==> config.mk <==
export PLATFORM = sky130hd
export DESIGN_NAME = bhte_hash
export DESIGN_NICKNAME = d
export VERILOG_FILES = /design/src/rtl/bhte_pkg.sv /design/src/rtl/bhte_hash.sv
export SDC_FILE = /design/constraint.sdc
export NUM_CORES = 2
export LEC_CHECK = 0
export BUFFER_PORTS_ARGS = -buffer_cell sky130_fd_sc_hd__buf_2
export CORE_ASPECT_RATIO = 0.8
export CORE_MARGIN = 4
export CORE_UTILIZATION = 35
export CTS_BUF_LIST = sky130_fd_sc_hd__clkbuf_4 sky130_fd_sc_hd__clkbuf_8 sky130_fd_sc_hd__clkbuf_16
export CTS_CLUSTER_SIZE = 28
export DETAILED_ROUTE_END_ITERATION = 8
export PLACE_DENSITY_LB_ADDON = 0.2
export SYNTH_ARGS = -nofsm -noshare
export SYNTH_HDL_FRONTEND = slang
export SYNTH_SLANG_ARGS = --single-unit
==> constraint.sdc <==
create_clock -name clk_i -period 11.5 [get_ports clk_i]
set_input_delay 1.15 -clock clk_i [delete_from_list [all_inputs] [get_ports clk_i]]
set_output_delay 1.15 -clock clk_i [all_outputs]
set_load 0.005 [all_outputs]
==> src/rtl/bhte_pkg.sv <==
// bhte_pkg: shared types and constants for the bucketed hash table engine
// no dependencies; imported by bhte_hash and bucketed_hash_table_engine
package bhte_pkg;

  // default table geometry
  localparam int unsigned NumBucketsDef = 1024;
  localparam int unsigned SlotsDef      = 8;

  // field widths
  localparam int unsigned OpW    = 2;
  localparam int unsigned KeyW   = 32;
  localparam int unsigned SlotIW = 3;
  localparam int unsigned CountW = 14;

  // fmix32 multiplier constants
  localparam logic [31:0] MixC1 = 32'h85eb_ca6b;
  localparam logic [31:0] MixC2 = 32'hc2b2_ae35;

  // operation codes
  typedef enum logic [OpW-1:0] {
    OP_INSERT = 2'd0,
    OP_LOOKUP = 2'd1,
    OP_DELETE = 2'd2,
    OP_NONE   = 2'd3
  } op_e;

  // hash sequencer states
  typedef enum logic [2:0] {
    H_IDLE,
    H_MUL1,
    H_MUL2,
    H_RCP,
    H_QUO,
    H_MOD,
    H_DONE
  } hash_state_e;

  // table control states
  typedef enum logic [2:0] {
    ST_CLEAR,
    ST_IDLE,
    ST_HASH,
    ST_BUCKET,
    ST_READ,
    ST_CMP
  } tbl_state_e;

endpackage

==> src/rtl/bhte_hash.sv <==
// bhte_hash: fmix32 key hash on one shared 32x32 multiplier, then bucket select
// bucket select is a bit slice for power-of-two tables, else a reciprocal multiply
// depends on bhte_pkg
module bhte_hash #(
  parameter int unsigned NUM_BUCKETS = bhte_pkg::NumBucketsDef,
  parameter int unsigned BKT_W       = $clog2(NUM_BUCKETS)
) (
  input  logic                     clk_i,
  input  logic                     rst_ni,
  input  logic                     start_i,
  input  logic [bhte_pkg::KeyW-1:0] key_i,
  output logic                     done_o,
  output logic [BKT_W-1:0]         bucket_o
);
  import bhte_pkg::*;

  localparam bit          IsPow2  = ((NUM_BUCKETS & (NUM_BUCKETS - 1)) == 0);
  localparam logic [31:0] NumC    = 32'(NUM_BUCKETS);
  // round-up reciprocal: 2^(32+L)/N + 1 with the 2^32 bit dropped
  localparam logic [63:0] RcpFull = (64'd1 << (32 + BKT_W)) / 64'(NUM_BUCKETS);
  localparam logic [31:0] RcpM    = RcpFull[31:0] + 32'd1;
  localparam int unsigned QShift  = (BKT_W > 1) ? BKT_W - 1 : 0;

  hash_state_e state_q, state_d;
  logic [31:0]      x_q, x_d;
  logic [31:0]      t_q, t_d;
  logic [BKT_W-1:0] rem_q, rem_d;
  logic [31:0]      mul_a;
  logic [31:0]      mul_b;
  logic [63:0]      prod;
  logic [31:0]      prod_lo;

  // shared multiplier, operands picked by the sequencer
  assign mul_a = (state_q == H_MOD) ? t_q : x_q;

  always_comb begin
    case (state_q)
      H_MUL1:  mul_b = MixC1;
      H_MUL2:  mul_b = MixC2;
      H_RCP:   mul_b = RcpM;
      default: mul_b = NumC;
    endcase
  end

  assign prod    = {32'd0, mul_a} * {32'd0, mul_b};
  assign prod_lo = prod[31:0];

  // next state
  always_comb begin
    state_d = state_q;
    case (state_q)
      H_IDLE:  if (start_i) state_d = H_MUL1;
      H_MUL1:  state_d = H_MUL2;
      H_MUL2:  state_d = IsPow2 ? H_DONE : H_RCP;
      H_RCP:   state_d = H_QUO;
      H_QUO:   state_d = H_MOD;
      H_MOD:   state_d = H_DONE;
      H_DONE:  state_d = H_IDLE;
      default: state_d = H_IDLE;
    endcase
  end

  // datapath
  always_comb begin
    x_d   = x_q;
    t_d   = t_q;
    rem_d = rem_q;
    case (state_q)
      H_IDLE: begin
        if (start_i) x_d = key_i ^ (key_i >> 16);
      end
      H_MUL1: begin
        x_d = prod_lo ^ (prod_lo >> 13);
      end
      H_MUL2: begin
        x_d = prod_lo ^ (prod_lo >> 16);
      end
      // high half of hash times reciprocal
      H_RCP: begin
        t_d = prod[63:32];
      end
      // quotient fix-up for the 33-bit reciprocal
      H_QUO: begin
        t_d = (t_q + ((x_q - t_q) >> 1)) >> QShift;
      end
      // remainder fits the bucket width, so only low bits are subtracted
      H_MOD: begin
        rem_d = x_q[BKT_W-1:0] - prod[BKT_W-1:0];
      end
      default: begin
      end
    endcase
  end

  // outputs
  always_comb begin
    done_o   = (state_q == H_DONE);
    bucket_o = IsPow2 ? x_q[BKT_W-1:0] : rem_q;
  end

  always_ff @(posedge clk_i or negedge rst_ni) begin
    if (!rst_ni) begin
      state_q <= H_IDLE;
    end else begin
      state_q <= state_d;
    end
  end

  always_ff @(posedge clk_i) begin
    x_q   <= x_d;
    t_q   <= t_d;
    rem_q <= rem_d;
  end

endmodule

==> impl_metrics.ini <==
[cts]
max-clock-path-buffers = 2
post_cts_resized = 0
post_cts.repair.setup_buffers = 0
postCtsHoldBufs = 0
clock_sink_count = 67
worst_setup_hold_path_clk_slew_ns = 0.07
cts.root.buffer_cell = clkbuf_16
tritoncts = yes
cts_max_level = 3
worst_skew_pair.late_latency_ns = 0.37
numCtsBuffers = 9

[floorplanning]
starting_density_pct = 35.4
die_footprint_mm2 = 0.0958
num_rows = 98
num_io_pins = 46
die_height_um = 278
core_region_area_mm2 = 0.0898
die_width_um = 345

[timing]
grt_setup_unrepaired = no
slew_viol_final = 0
timing.setup.tns_ns = 0
report.final.setup_viol = 0
period_needed_ns = 10.44
slew_headroom_pct = 11.6
timing.clock.skew_ns = 0.0150
tightest_slew_ns = 1.32
post-route-period-util_pct = 90.8
fmax_mhz = 95.8
hold_viol = 0

[route]
initial_drt_pass_iterations = 6
avgRoutedWirePerCell_um = 25.7
final_antenna_net_count = 0
detail_route.drc_violations = 0
totalWireLength_mm = 118
drt-initial-drc-count = 2436
vias = 24000
routed_via_density = 5.21

[synthesis]
ys_flop_type = edfxtp_1
synth_edf_count = 64
synth_commonest_cells = inv_1 (817), fa_1 (636), ha_1 (490)
yosys_warnings = 0
synth.area.top_cells = fa_1 (40%), ha_1 (19%), inv_1 (9.6%), edfxtp_1 (6.0%), nand2_1 (3.4%)
synthesis.area_per_instance_um2 = 9.39
synth_compound_gate_area_share_pct = 9.67
main_combinational_cell_family_by_area_after_synthesis = adder cells
synth.area.mux_share_pct = 0.515
ys_seq_elements = 67
postSynthCellCount = 3387
synth_xor_xnor_area_share_pct = 4.60
yosysUniqueCellTypes = 78
post-synth-top-count-cell = inv_1
syn_area_mm2 = 0.0318
synth_top_area_share_pct = 40.0
synth_adder_area_share_pct = 59.3
syn_nets = 4548
share_of_synthesized_cell_area_in_and_or_nand_and_nor_gates_pct = 8.58
synth_largest_area_cell = fa_1
synth_seq_area_share_pct = 6.28
asyncSetResetFlopFracSynth_pct = 4.48

[worst_setup_path]
kind_of_start_point_of_the_critical_path = flop
critical_path_class = reg2reg
critical_path.endpoint_type = flop
critPathLaunch = state_q[1]
critPathMaxStageDelay_ns = 1.02
critical_path.max_fanout = 27
crit_path_frequent_cell = fa_1
critical_path_required_ns = 11.61
critPathArrivalTime_ns = 10.55
worstReg2RegStart = state_q[1]
cpMaxStageDelayCell = nor2_1

[run_status]
result_of_the_run = finished, final reports clean

[placement]
buffer_ports.inserted = 45
placed_inst_area_mm2 = 0.0334
dp_hpwl_mm = 104
gpl.final_weighted_congestion = 1.00
dp_cells = 4579

[final_layout]
final_net_count = 4551
utilization_pct = 37.6
layout.filler_cells = 9347
flow.area_growth_from_synthesis_pct = 6.04
final_cells = 4596
final_layout_size_suffix_gt1_share_pct = 4.65
post-route-cell-area_mm2 = 0.0337

[grt]
antenna_found_initial = 6
first_global_vias = 24700
global_route_wire_length_before_repair_mm = 173
grt_overflow = 0
grt_start_max_net_pins = 44
grt.total_usage_pct = 24.7

[hold_path]
worst_hold_path_type = in2async

[flow_run]
cap_violations = 0
layout by cell type (no fill, tap or decap), types with 6 or more instances in the layout:
cell type,Yosys,routed
inv_1,817,817
fa_1,636,636
ha_1,490,490
nand2_1,287,287
a21oi_1,176,176
nor2_1,142,140
xnor2_1,119,119
o21ai_0,93,93
edfxtp_1,64,64
xor2_1,48,48
a21o_1,47,47
buf_2,8,45
buf_4,11,43
nor2b_1,37,34
nand3_1,24,24
and3_1,23,23
o21a_1,22,22
nand4_1,21,21
nor3_1,18,17
o21bai_1,16,16
o22ai_1,14,14
nand2b_1,13,13
a31oi_1,12,12
and2_1,11,11
or2_2,11,11
mux2_2,11,11
o211ai_1,10,10
o221ai_1,10,10
a22oi_1,10,10
o31ai_1,9,9
a211oi_1,9,9
clkbuf_16,0,9
a221oi_1,6,6
stage by stage:
step                setup slack [ns]  hold slack [ns]
floorplan                       3.10            0.618
global placement                1.27            0.632
detailed placement              1.23            0.672
CTS                             1.16            0.560
global route                   0.490            0.564
finish                          1.06            0.568
cell type report:
cell class,count,area (um^2),area share [%]
timing repair buffer,88,548,1.62
sequential,67,2000,5.92
multi-input combinational,2405,26300,78.0
antenna,1,2.50,0.00742
tap,1200,1500,4.45
inverter,819,3070,9.11
clock inverter,7,67.6,0.200
clock buffer,9,225,0.668
worst max-delay path, delay by kind of cell, from the launching register on:
kind / cells / cell delay [ns]
and+or+nand+nor: 8 / 2.99
AOI/OAI and AO/OA: 6 / 1.65
adders and majority gates: 9 / 4.18
buffers and inverters: 3 / 0.38
xor gates and xnor gates: 1 / 0.30
DFF: 1 / 0.63
per-layer routing:
layer	global-route usage (%)	wire length [um]	up-vias
met5	0	41	-
met4	4.58	2210	8
met3	9.15	15000	127
met2	34.4	46800	1036
met1	36.7	54000	12100
li1	-	-	10700
final timing paths:
path,to,slack (ns),cells past startpoint
setup / recovery,t_q[28],1.06,27
hold / removal,state_q[2],0.57,1
setup reg to reg,t_q[28],1.06,27
hold reg to reg,state_q[2],0.70,1
max in group asynchronous,state_q[0],10.82,1
min in group clk_i,state_q[2],0.70,1
sequential cells by signal (all words and copies together) (netlist names):
signal	flops
t_q	32
state_q	3
x_q	32
cell families after synthesis:
family / count (synthesis)
flops: 67
fa+ha+maj: 1126
buf+inv: 915
xor+xnor: 167
mux: 15
simple gates: 611
compound gates: 486
Power is left out: the tool's default activity adds up to more than one toggle a clock period on the data nets, which glitch-free logic cannot reach.
